--- config.mk ---
export PLATFORM = sky130hd
export DESIGN_NAME = rc_pwm_capture_and_smoothing
export DESIGN_NICKNAME = d
export VERILOG_FILES = /design/src/rcpc_pkg.sv /design/src/rc_pwm_capture_and_smoothing.sv /design/src/rcpc_ctrl.sv /design/src/rcpc_datapath.sv
export VERILOG_INCLUDE_DIRS = /design/src /design/src/src
export SDC_FILE = /design/constraint.sdc
export NUM_CORES = 2
export LEC_CHECK = 0
export BUFFER_PORTS_ARGS = -buffer_cell sky130_fd_sc_hd__buf_2
export CORE_MARGIN = 4
export CORE_UTILIZATION = 25
export DETAILED_ROUTE_END_ITERATION = 8
export GPL_ROUTABILITY_DRIVEN = 0
export PLACE_DENSITY = 0.48
export SLEW_MARGIN = 20
export SYNTH_ARGS = -nofsm -noshare
export SYNTH_HDL_FRONTEND = slang
export SYNTH_HIERARCHICAL = 1
export SYNTH_SLANG_ARGS = --single-unit
--- constraint.sdc ---
create_clock -name clk -period 10 [get_ports clk]
set_clock_uncertainty 0.15 [all_clocks]
set_input_delay 1 -clock clk [delete_from_list [all_inputs] [get_ports clk]]
set_output_delay 1 -clock clk [all_outputs]
set_load 0.01 [all_outputs]
--- src/rc_pwm_capture_and_smoothing_macros.svh ---
// Assertion macros shared by the pulse capture and smoothing RTL.
// Each macro samples on clk and is disabled while rst_n is low.
`ifndef RC_PWM_CAPTURE_AND_SMOOTHING_MACROS_SVH
`define RC_PWM_CAPTURE_AND_SMOOTHING_MACROS_SVH
`ifndef ASSERT_OFF
`define RCPC_ASSERT(lbl, prop, msg) \
    lbl: assert property (@(posedge clk) disable iff (!rst_n) (prop)) else $error(msg);
`define RCPC_ASSERT_NEXT(lbl, pre, post, msg) \
    lbl: assert property (@(posedge clk) disable iff (!rst_n) (pre) |=> (post)) else $error(msg);
`else
`define RCPC_ASSERT(lbl, prop, msg)
`define RCPC_ASSERT_NEXT(lbl, pre, post, msg)
`endif
`endif

--- src/rcpc_pkg.sv ---
// Shared types and constants for the pulse capture and smoothing block.
// Used by the controller, the datapath and the top level; no dependencies.
package rcpc_pkg;

    localparam int NUM_CHANNELS  = 8;
    localparam int HISTORY_DEPTH = 4;
    localparam int CH_W          = 3;
    localparam int WIDTH_W       = 16;
    localparam int CFG_IDX_W     = 2;
    localparam int CNT_W         = $clog2(NUM_CHANNELS);
    localparam int SLOT_W        = $clog2(HISTORY_DEPTH);
    localparam int ROW_W         = WIDTH_W * HISTORY_DEPTH;
    localparam int SUM_W         = WIDTH_W + SLOT_W;
    localparam int MAIN_CHANNELS = 4;
    localparam int HYST          = 3;

    localparam logic [WIDTH_W-1:0] LOW_LIMIT_RESET  = 16'd900;
    localparam logic [WIDTH_W-1:0] HIGH_LIMIT_RESET = 16'd2200;
    localparam logic [WIDTH_W-1:0] THRESHOLD_RESET  = 16'd985;
    localparam logic [WIDTH_W-1:0] WIDTH_RESET      = 16'd1502;
    localparam logic [CH_W-1:0]    EVENT_CHANNEL    = 3'd3;
    localparam logic [MAIN_CHANNELS-1:0] MAIN_MASK  = '1;

    typedef enum logic [1:0] {
        OP_RISE = 2'd0,
        OP_FALL = 2'd1,
        OP_TICK = 2'd2,
        OP_NONE = 2'd3
    } op_t;

    typedef enum logic [CFG_IDX_W-1:0] {
        REG_LOW_LIMIT  = 2'd0,
        REG_HIGH_LIMIT = 2'd1,
        REG_THRESHOLD  = 2'd2,
        REG_FAILSAFE   = 2'd3
    } cfg_idx_t;

    typedef enum logic {
        KIND_SMOOTHED = 1'b0,
        KIND_GOOD     = 1'b1
    } kind_t;

    // Commands from the controller to the datapath.
    typedef struct packed {
        logic load_in;
        logic tick_start;
        logic edge_do;
        logic row_rd;
        logic row_upd;
        logic smooth;
        logic cnt_inc;
    } cmd_t;

    // Status from the datapath to the controller.
    typedef struct packed {
        op_t  op;
        logic event_hit;
        logic out_last;
    } status_t;

endpackage

--- src/rc_pwm_capture_and_smoothing.sv ---
// RC pulse-width capture with per-channel 4-deep smoothing, top level.
// Input words are timestamped edges (rise, fall) or filter ticks; each
// channel uses valid/ready and a word moves when both are high.
// Output words are smoothed widths (one per channel on a tick, last set
// on the final one) or a single all-main-channels-good event word.
// After acceptance every word passes a dispatch state. An edge then goes
// through the edge state and back to idle, or on to the output state if
// it gives an event word. On a filter tick the controller walks the
// channels one at a time through a registered history row read, a row
// write with sum, the mean/hysteresis step and the output handshake.
// One word is in work at a time; the input is not ready until the last
// result of the current word has been taken. A stalled receiver holds
// the output word and the whole block waits.
// Reset restores the register defaults, sets every width to 1502, clears
// rise times, smoothed values and the good mask; history rows read as
// zero until written, so no clearing pass is needed.
// Configuration writes take effect on the next clock edge.
module rc_pwm_capture_and_smoothing (
    input  logic                              clk,
    input  logic                              rst_n,
    input  logic                              cfg_we,
    input  logic [rcpc_pkg::CFG_IDX_W-1:0]    cfg_index,
    input  logic [rcpc_pkg::WIDTH_W-1:0]      cfg_data,
    input  logic                              in_valid,
    output logic                              in_ready,
    input  logic [1:0]                        opcode,
    input  logic [rcpc_pkg::CH_W-1:0]         channel,
    input  logic [rcpc_pkg::WIDTH_W-1:0]      timestamp_us,
    output logic                              out_valid,
    input  logic                              out_ready,
    output logic                              kind,
    output logic [rcpc_pkg::CH_W-1:0]         out_channel,
    output logic [rcpc_pkg::WIDTH_W-1:0]      value,
    output logic                              last
);
    import rcpc_pkg::*;

    cmd_t    cmd;
    status_t status;

    rcpc_ctrl u_ctrl (
        .clk       (clk),
        .rst_n     (rst_n),
        .in_valid  (in_valid),
        .in_ready  (in_ready),
        .out_valid (out_valid),
        .out_ready (out_ready),
        .status    (status),
        .cmd       (cmd)
    );

    rcpc_datapath u_datapath (
        .clk          (clk),
        .rst_n        (rst_n),
        .cfg_we       (cfg_we),
        .cfg_index    (cfg_index),
        .cfg_data     (cfg_data),
        .opcode       (opcode),
        .channel      (channel),
        .timestamp_us (timestamp_us),
        .cmd          (cmd),
        .status       (status),
        .kind         (kind),
        .out_channel  (out_channel),
        .value        (value),
        .last         (last)
    );

endmodule

--- src/rcpc_ctrl.sv ---
// Sequencing controller for the pulse capture and smoothing block.
// Depends on rcpc_pkg for the command and status structs.
`include "rc_pwm_capture_and_smoothing_macros.svh"

module rcpc_ctrl (
    input  logic             clk,
    input  logic             rst_n,
    input  logic             in_valid,
    output logic             in_ready,
    output logic             out_valid,
    input  logic             out_ready,
    input  rcpc_pkg::status_t status,
    output rcpc_pkg::cmd_t    cmd
);
    import rcpc_pkg::*;

    typedef enum logic [6:0] {
        ST_IDLE     = 7'b0000001,
        ST_DISPATCH = 7'b0000010,
        ST_EDGE     = 7'b0000100,
        ST_TREAD    = 7'b0001000,
        ST_TSUM     = 7'b0010000,
        ST_TCALC    = 7'b0100000,
        ST_OUT      = 7'b1000000
    } state_t;

    state_t state_reg;
    state_t state_next;

    assign in_ready  = (state_reg == ST_IDLE);
    assign out_valid = (state_reg == ST_OUT);

    always_comb
    begin
        state_next = state_reg;
        cmd        = '0;
        case (state_reg)
            ST_IDLE:
            begin
                if (in_valid)
                begin
                    cmd.load_in = 1'b1;
                    state_next  = ST_DISPATCH;
                end
            end
            ST_DISPATCH:
            begin
                case (status.op)
                    OP_RISE, OP_FALL: state_next = ST_EDGE;
                    OP_TICK:
                    begin
                        cmd.tick_start = 1'b1;
                        state_next     = ST_TREAD;
                    end
                    default: state_next = ST_IDLE;
                endcase
            end
            ST_EDGE:
            begin
                cmd.edge_do = 1'b1;
                state_next  = status.event_hit ? ST_OUT : ST_IDLE;
            end
            ST_TREAD:
            begin
                cmd.row_rd = 1'b1;
                state_next = ST_TSUM;
            end
            ST_TSUM:
            begin
                cmd.row_upd = 1'b1;
                state_next  = ST_TCALC;
            end
            ST_TCALC:
            begin
                cmd.smooth = 1'b1;
                state_next = ST_OUT;
            end
            ST_OUT:
            begin
                if (out_ready)
                begin
                    if (status.out_last)
                    begin
                        state_next = ST_IDLE;
                    end
                    else
                    begin
                        cmd.cnt_inc = 1'b1;
                        state_next  = ST_TREAD;
                    end
                end
            end
            default: state_next = ST_IDLE;
        endcase
    end

    always_ff @(posedge clk or negedge rst_n)
    begin
        if (!rst_n)
        begin
            state_reg <= ST_IDLE;
        end
        else
        begin
            state_reg <= state_next;
        end
    end

    `RCPC_ASSERT(a_no_overlap, !(in_ready && out_valid), "input taken while a word is pending")
    `RCPC_ASSERT_NEXT(a_accept_busy, in_valid && in_ready, !in_ready && !out_valid, "bad accept")
    `RCPC_ASSERT_NEXT(a_event_out, cmd.edge_do && status.event_hit, out_valid, "event lost")

endmodule

--- src/rcpc_datapath.sv ---
// Datapath: configuration, edge capture, history memory and smoothing.
// Depends on rcpc_pkg; driven by commands from rcpc_ctrl.
`include "rc_pwm_capture_and_smoothing_macros.svh"

module rcpc_datapath (
    input  logic                              clk,
    input  logic                              rst_n,
    input  logic                              cfg_we,
    input  logic [rcpc_pkg::CFG_IDX_W-1:0]    cfg_index,
    input  logic [rcpc_pkg::WIDTH_W-1:0]      cfg_data,
    input  logic [1:0]                        opcode,
    input  logic [rcpc_pkg::CH_W-1:0]         channel,
    input  logic [rcpc_pkg::WIDTH_W-1:0]      timestamp_us,
    input  rcpc_pkg::cmd_t                    cmd,
    output rcpc_pkg::status_t                 status,
    output logic                              kind,
    output logic [rcpc_pkg::CH_W-1:0]         out_channel,
    output logic [rcpc_pkg::WIDTH_W-1:0]      value,
    output logic                              last
);
    import rcpc_pkg::*;

    logic [WIDTH_W-1:0]       low_reg;
    logic [WIDTH_W-1:0]       high_reg;
    logic [WIDTH_W-1:0]       thr_reg;
    logic                     fs_reg;

    op_t                      op_reg;
    logic [CH_W-1:0]          ch_reg;
    logic [WIDTH_W-1:0]       ts_reg;

    logic [WIDTH_W-1:0]       rise_reg   [NUM_CHANNELS];
    logic [WIDTH_W-1:0]       pw_reg     [NUM_CHANNELS];
    logic [WIDTH_W-1:0]       smooth_reg [NUM_CHANNELS];
    logic [NUM_CHANNELS-1:0]  row_valid_reg;
    logic [MAIN_CHANNELS-1:0] mask_reg;
    logic [SLOT_W-1:0]        slot_reg;
    logic [CNT_W-1:0]         cnt_reg;
    logic [ROW_W-1:0]         row_rd_reg;
    logic [SUM_W-1:0]         sum_reg;

    logic [ROW_W-1:0]         hist_mem [NUM_CHANNELS];

    logic                     ch_ok;
    logic [CNT_W-1:0]         eidx;
    logic [WIDTH_W-1:0]       width;
    logic                     w_ok;
    logic                     mask_set;
    logic [MAIN_CHANNELS-1:0] mask_new;
    logic                     event_hit;

    logic [ROW_W-1:0]         row_cur;
    logic [ROW_W-1:0]         row_new;
    logic [SUM_W-1:0]         row_sum;
    logic [SUM_W-1:0]         sum_rnd;
    logic [WIDTH_W-1:0]       mean;
    logic [WIDTH_W-1:0]       cur;
    logic [WIDTH_W:0]         mean_x;
    logic [WIDTH_W:0]         cur_x;
    logic [WIDTH_W-1:0]       smooth_new;

    // Edge decode on the captured word.
    always_comb
    begin
        ch_ok     = (int'(ch_reg) < NUM_CHANNELS);
        eidx      = CNT_W'(ch_reg);
        width     = ts_reg - rise_reg[eidx];
        w_ok      = (width > low_reg) && (width < high_reg);
        mask_set  = (op_reg == OP_FALL) && w_ok && fs_reg
                    && (int'(ch_reg) < MAIN_CHANNELS) && (width > thr_reg);
        mask_new  = mask_reg;
        if (mask_set)
        begin
            mask_new = mask_reg | (MAIN_CHANNELS'(1) << ch_reg[1:0]);
        end
        event_hit = ch_ok && fs_reg && (ch_reg == EVENT_CHANNEL) && (mask_new == MAIN_MASK);
    end

    // History row update: the new width replaces the current slot.
    always_comb
    begin
        row_cur = row_valid_reg[cnt_reg] ? row_rd_reg : '0;
        row_new = row_cur;
        row_new[slot_reg*WIDTH_W +: WIDTH_W] = pw_reg[cnt_reg];
        row_sum = '0;
        for (int i = 0; i < HISTORY_DEPTH; i++)
        begin
            row_sum = row_sum + SUM_W'(row_new[i*WIDTH_W +: WIDTH_W]);
        end
    end

    // Rounded mean followed with hysteresis.
    always_comb
    begin
        sum_rnd    = sum_reg + SUM_W'(HISTORY_DEPTH / 2);
        mean       = sum_rnd[SUM_W-1:SLOT_W];
        cur        = smooth_reg[cnt_reg];
        mean_x     = {1'b0, mean};
        cur_x      = {1'b0, cur};
        smooth_new = cur;
        if (mean_x + (WIDTH_W+1)'(HYST) < cur_x)
        begin
            smooth_new = mean + WIDTH_W'(2);
        end
        else if (mean_x > cur_x + (WIDTH_W+1)'(HYST))
        begin
            smooth_new = mean - WIDTH_W'(2);
        end
    end

    assign status.op        = op_reg;
    assign status.event_hit = event_hit;
    assign status.out_last  = last;

    always_ff @(posedge clk)
    begin
        if (cmd.row_rd)
        begin
            row_rd_reg <= hist_mem[cnt_reg];
        end
        if (cmd.row_upd)
        begin
            hist_mem[cnt_reg] <= row_new;
        end
    end

    always_ff @(posedge clk)
    begin
        if (cmd.load_in)
        begin
            op_reg <= op_t'(opcode);
            ch_reg <= channel;
            ts_reg <= timestamp_us;
        end
        if (cmd.row_upd)
        begin
            sum_reg <= row_sum;
        end
        if (cmd.edge_do && event_hit)
        begin
            kind        <= KIND_GOOD;
            out_channel <= '0;
            value       <= '0;
            last        <= 1'b1;
        end
        else if (cmd.smooth)
        begin
            kind        <= KIND_SMOOTHED;
            out_channel <= CH_W'(cnt_reg);
            value       <= smooth_new;
            last        <= (int'(cnt_reg) == NUM_CHANNELS - 1);
        end
    end

    always_ff @(posedge clk or negedge rst_n)
    begin
        if (!rst_n)
        begin
            low_reg       <= LOW_LIMIT_RESET;
            high_reg      <= HIGH_LIMIT_RESET;
            thr_reg       <= THRESHOLD_RESET;
            fs_reg        <= 1'b1;
            mask_reg      <= '0;
            slot_reg      <= '0;
            cnt_reg       <= '0;
            row_valid_reg <= '0;
            for (int i = 0; i < NUM_CHANNELS; i++)
            begin
                rise_reg[i]   <= '0;
                pw_reg[i]     <= WIDTH_RESET;
                smooth_reg[i] <= '0;
            end
        end
        else
        begin
            if (cfg_we)
            begin
                case (cfg_idx_t'(cfg_index))
                    REG_LOW_LIMIT:  low_reg  <= cfg_data;
                    REG_HIGH_LIMIT: high_reg <= cfg_data;
                    REG_THRESHOLD:  thr_reg  <= cfg_data;
                    REG_FAILSAFE:   fs_reg   <= cfg_data[0];
                    default:        ;
                endcase
            end
            if (cmd.edge_do && ch_ok)
            begin
                if (op_reg == OP_RISE)
                begin
                    rise_reg[eidx] <= ts_reg;
                end
                else if (w_ok)
                begin
                    pw_reg[eidx] <= width;
                end
                mask_reg <= event_hit ? '0 : mask_new;
            end
            if (cmd.tick_start)
            begin
                slot_reg <= slot_reg + SLOT_W'(1);
                cnt_reg  <= '0;
            end
            if (cmd.row_upd)
            begin
                row_valid_reg[cnt_reg] <= 1'b1;
            end
            if (cmd.smooth)
            begin
                smooth_reg[cnt_reg] <= smooth_new;
            end
            if (cmd.cnt_inc)
            begin
                cnt_reg <= cnt_reg + CNT_W'(1);
            end
        end
    end

    `RCPC_ASSERT_NEXT(a_mask_clear, cmd.edge_do && event_hit, mask_reg == '0, "mask not cleared")
    `RCPC_ASSERT_NEXT(a_tick_word, cmd.smooth, (kind == KIND_SMOOTHED) && (out_channel == CH_W'($past(cnt_reg))), "bad tick word")
    `RCPC_ASSERT_NEXT(a_row_valid, cmd.row_upd, row_valid_reg[$past(cnt_reg)], "row not marked")

endmodule

* Word level (Yosys, flattened, before mapping)
Memory sizes are Yosys's and may differ from the RTL's. A register that Yosys moved wholly into a read port is not among the register bits.
Index checks and enable logic that the tools add are counted.
** Word-level totals
- Register bits after elaboration :: 517
- RAM bits :: 512
- Output and inout bits :: 23
- Word-level logic and storage cells :: 160
- Memories :: 1
** Operators by class
- Add/subtract/negate cells :: 12
- Magnitude comparators :: 12
- Equal/unequal tests :: 17
- Shift-type cells :: 3
- Multiplexer cells :: 47
- Bitwise logic cells :: 5
- Reductions and logical operators :: 22
** Memory list
- u_datapath.hist_mem :: words 8, width 64, rd ports 1, clocked after Yosys merged registers in 1, write ports 1, RTL line rcpc_datapath.sv:42 : logic [ROW_W-1:0] hist_mem [NUM_CHANNELS];
** Operators by type and width (number)
- bitwise mux 128 bit :: 3
- 2-to-1 mux 16 bit :: 10
- binary-select mux 16 bit (select 3 bit) :: 3
- demux 16 bit (select 3 bit) :: 2
- bitwise mux 64 bit :: 1
- 2-to-1 mux 64 bit :: 1
- variable shift 16 x 34 -> 64 bit, first input constant :: 1
- variable part select 16 x 34 -> 64 bit :: 1
- case mux 7 bit (7 select lines) :: 1
- adder 18 x 16 -> 18 bit :: 2
- adder 16 x 2 -> 17 bit, second input constant :: 2
- negator 6 -> 34 bit :: 1
- greater-than comparator 16 bit :: 2
- 2-to-1 mux 7 bit :: 3
- adder 18 x 2 -> 18 bit, second input constant :: 1
- adder 16 x 16 -> 17 bit :: 1
- greater-than comparator 16 x 17 -> 1 bit :: 1
- < comparator 17 x 16 -> 1 bit :: 1
- adder 16 x 2 -> 16 bit, second input constant :: 1
- < comparator 16 bit :: 1
- subtractor 16 bit :: 1
- subtractor 16 x 2 -> 16 bit, second input constant :: 1
- 2-to-1 mux 1 bit :: 15
- 2-to-1 mux 4 bit :: 3
- 36 further kinds :: 59

* Depth between registers and ports, before layout
- Word-level depth :: 16
- Gate-level depth with buffers :: 27
- Depth with buffers taken out :: 23

* Cells and area by module
Netlist, hierarchy kept.
** Modules (own cells, without submodules)
- rcpc_datapath :: instances 1, cells an instance 3544, area an instance 48682.9 um^2
- rcpc_ctrl :: instances 1, cells an instance 54, area an instance 474.2 um^2

* Worst setup path after synthesis
No wires, ideal clock.
- Path kind :: reg2reg
- Start :: reg u_ctrl.state_reg[5]
- End :: reg u_datapath.row_rd_reg[0] (read register of u_datapath.hist_mem), enable pin
- Data arrival time :: 7.541 ns
- Slack :: 1.642 ns
- Cell stages (with the launch flop) :: 4
- Path through :: dfrtp_1 > or3_1 > buf_2 > nor4b_1
** RTL lines
- start, declared :: RTL line rcpc_ctrl.sv:27 : state_t state_reg;
- start signal, assigned :: RTL line rcpc_ctrl.sv:105 : state_reg <= state_next;
- end, declared :: RTL line rcpc_datapath.sv:39 : logic [ROW_W-1:0] row_rd_reg;

* Worst setup path after layout
- Start :: reg u_datapath.ch_reg[0]
- End :: reg u_datapath/pw_reg[94] (netlist name)
** Between the ends
- Longest elaborated chain between the ends :: 8
** Ends and longest elaborated chain
- start, declared :: RTL line rcpc_datapath.sv:29 : logic [CH_W-1:0] ch_reg;
- start signal, assigned :: RTL line rcpc_datapath.sv:132 : ch_reg <= channel;
- NOT 3 -> 4 bit (implied by the code) * :: RTL line rcpc_datapath.sv:67 : width = ts_reg - rise_reg[eidx];
- binary-select mux 16 bit (select 3 bit) * :: RTL line rcpc_datapath.sv:67
- 2-to-1 mux 16 bit (implied by the code) * (2 in series) :: RTL line rcpc_datapath.sv:67
- subtractor 16 bit * :: RTL line rcpc_datapath.sv:67
- named net u_datapath.width[15] :: RTL line rcpc_datapath.sv:46 : logic [WIDTH_W-1:0] width;
- greater-than comparator 16 bit or < comparator 16 bit (tied branches) :: RTL line rcpc_datapath.sv:68 : w_ok = (width > low_reg) && (width < high_reg);
- logical AND 1 bit * :: RTL line rcpc_datapath.sv:68
- AND reduction 3 bit (no line) *
- end signal, assigned by index :: RTL line rcpc_datapath.sv:194 : pw_reg[eidx] <= width;
- end, declared :: RTL line rcpc_datapath.sv:33 : logic [WIDTH_W-1:0] pw_reg [NUM_CHANNELS];
Mark *: on every way through the listed nets, which the timed path passes. The rest lies on a longest branch. The select of a mux whose other input is x is not followed.
A chain may end at the register's enable or synchronous reset.

==> impl_metrics.toml <==
[detailed_routing]
drtPass1Iterations = 5
drc_errors = 0
vias = 31100
drt_iter0_drc = 2444
finalWirelength_um = 145000
vias_per_cell = 4.86
drt.antenna.violating_nets = 0
wl_per_cell_um = 22.7

[placement]
dp_hpwl_um = 87300
dp_slack_ps = 1810
port_buffers = 66
place_area_mm2 = 0.0528
place_inst = 6171

[critical_path]
crit_family = "simple AND/OR/NAND/NOR gates"
critical_path_class = "flop to flop"
required_ps = 10440
crit_path_start_kind = "flop"
crit_chain = "buf_4 > mux4_2 > mux2i_1 > ha_1 > or3_1 > o21ai_0 > a211oi_1 > o41a_1 > o2111a_1 > a211oi_2 > ha_1 > nand4_1 > nor4_1 > a21boi_0 > o41ai_1 > nor3b_1 > buf_4 > or3b_2 > nor2_2 > mux2_2"
crit_fanout = 29
worst-path-stages = 20
cp.arrival_ps = 8530
slowest_delay_ps = 850
critPathBufInv = 2
slowest_stage = "edfxtp_1"
cp-end-kind = "flop"
r2r_cells = 20

[synthesis]
netlist_area_mm2 = 0.0492
synth_edf_count = 614
synth_common_cells = "614 x edfxtp_1, 376 x dfrtp_1, 301 x nand2_1, 298 x mux2_2, 240 x a22oi_1"
ys_ff_latch = 1092
syn-num-nets = 3799
syn_area_per_cell_um2 = 13.7
yosysUniqueCellTypes = 105
synthTopCellsByArea = "edfxtp_1 38%, dfrtp_1 19%, mux2_2 6.8%"
ys_warn_count = 6
ys_seq_area_share_pct = 61.8
synth_cells = 3598
async_flop_share_pct = 41.8
yosysTopAreaCell = "edfxtp_1"
ys.flop_type = "edfxtp_1"
yosysMostFrequentCell = "edfxtp_1"
synth_top_area_share_pct = 37.5

[grt]
grtUsageMet2_pct = 23.1
grt_pass1_wl_um = 216000
met3_usage_pct = 1.72
overflow = 0
grt_max_degree = 161
grt_pass1_vias = 31300
antenna_found_initial = 6
track_usage_pct = 14.0
use_met1_pct = 19.3
top_usage_layer = "met2"

[timing]
setup_viol = 0
clock.fmax_mhz = 124
finalCritPeriodShare_pct = 80.9
tightest_slew_ps = 1220
slew_viol_final = 0
finalCriticalPeriod_ps = 8090
hold_violations = 0
fin_ws_ps = 1910
relSlewSlack_pct = 18.1
rsz0062_at_grt = "no"
holdWs_ps = 142
fin_setup_tns_ps = 0

[floorplan]
core_region_area_mm2 = 0.195
die_w_um = 451
ioPinCount = 67
die_area_mm2 = 0.204
start_util_pct = 25.2
fp.dieH_um = 451
num_rows = 162

[power]
vdd_drop_max_v = 0.000151
p_per_area_mw_per_mm2 = 206
cellLeakagePower_nw = 21.7

[finish]
largest-register = "u_datapath/hist_mem"
largest_reg_flops = 512
nNetsFinal = 3869
design_area_mm2 = 0.0567
drive_gt1_share_pct = 22.6
final_cell_count_no_fill = 6395
syn_to_final_growth_pct = 15.2

[clock_tree]
cts_buffer_depth = 3
path_clk_slew_ps = 60
htreeDepth = 3
cts-root-buf = "clkbuf_16"
cts_buffers = 119
post_cts_resize_count = 0
cts_setup_buffers = 0
clkLatencyLatePin_ps = 770
clkSinkCount = 1092
postCtsHoldBufs = 0
cts_tree = "yes"

[flow_run]
max_cap_viol_count = 0

[outcome]
outcome = "finished clean"

[hold_path]
min_path_type = "primary input to asynchronous set/reset pin"
[layout make-up]
cell class | count | area (um2)
antenna | 2 | 5.00
clock buffer | 170 | 3340
clock inverter | 52 | 536
fill | 19600 | 139000
inverter | 113 | 424
multi-input combinational | 2189 | 17600
sequential | 1092 | 30400
tap | 2624 | 3280
timing repair buffer | 153 | 1020
[metal layers]
layer / wire [um] / up-vias
met3: 5810 / 184
met4: 3110 / 0
met5: 0 / -
met2: 69600 / 668
li1: - / 14000
met1: 66500 / 16200
[power by group]
part / total [mW] / switching (mW) / internal [mW]
Clock: 4.32 / 1.88 / 2.44
Combinational: 2.13 / 1.46 / 0.674
Sequential: 5.19 / 0.155 / 5.04
Total: 11.6 / 3.49 / 8.15
[layout by cell type (no fill, tap or decap), types with 43 or more instances in the layout]
master	count
edfxtp_1	614
dfrtp_1	373
nand2_1	301
mux2_2	298
a22oi_1	240
o21ai_0	146
ha_1	124
clkbuf_16	121
inv_1	109
buf_4	85
nor2_1	82
dfstp_2	81
o31ai_1	81
nand4_1	79
buf_2	65
a21oi_1	56
nand3_1	53
mux2i_1	48
mux4_2	46
a221oi_1	43
[final timing paths]
| path | from | end | slack, ps |
|---|---|---|---|
| worst min-delay path | rst_n | u_datapath/rise_reg[77]$_DFFE_PN0P_ | 140 |
| min in group clk | opcode[1] | u_datapath/op_reg[1]$_DFFE_PP_ | 300 |
| worst max register to register | u_datapath/ch_reg[0]$_DFFE_PP_ | u_datapath/pw_reg[94]$_DFFE_PN0P_ | 1910 |
| worst min register to register | u_datapath/kind$_SDFFE_PP1P_ | u_datapath/kind$_SDFFE_PP1P_ | 310 |
| max in group asynchronous | rst_n | u_datapath/smooth_reg[114]$_DFFE_PN0P_ | 7350 |
| worst max-delay path | u_datapath/ch_reg[0]$_DFFE_PP_ | u_datapath/pw_reg[94]$_DFFE_PN0P_ | 1910 |
[kinds of logic (layout without fill, tap and decap cells)]
group,after synthesis,count (layout),synth area share (%)
xor gates and xnor gates,64,64,1.16
DFF,1092,1092,61.8
other,0,2,0
buffers and inverters,317,488,2.69
muxes,396,396,10.1
AOI/OAI and AO/OA,805,805,11.8
adders and majority gates,157,157,4.50
and+or+nand+nor,767,767,7.91
[per-stage QoR]
stage	utilization, %	power (mW)
2_1_floorplan	-	6.50
3_3_place_gp	27.0	7.41
3_5_place_dp	27.0	7.43
4_1_cts	29.0	11.8
5_1_grt	29.0	12.2
6_report	29.0	11.6
Note: power is estimated with default switching activity, not from simulation.
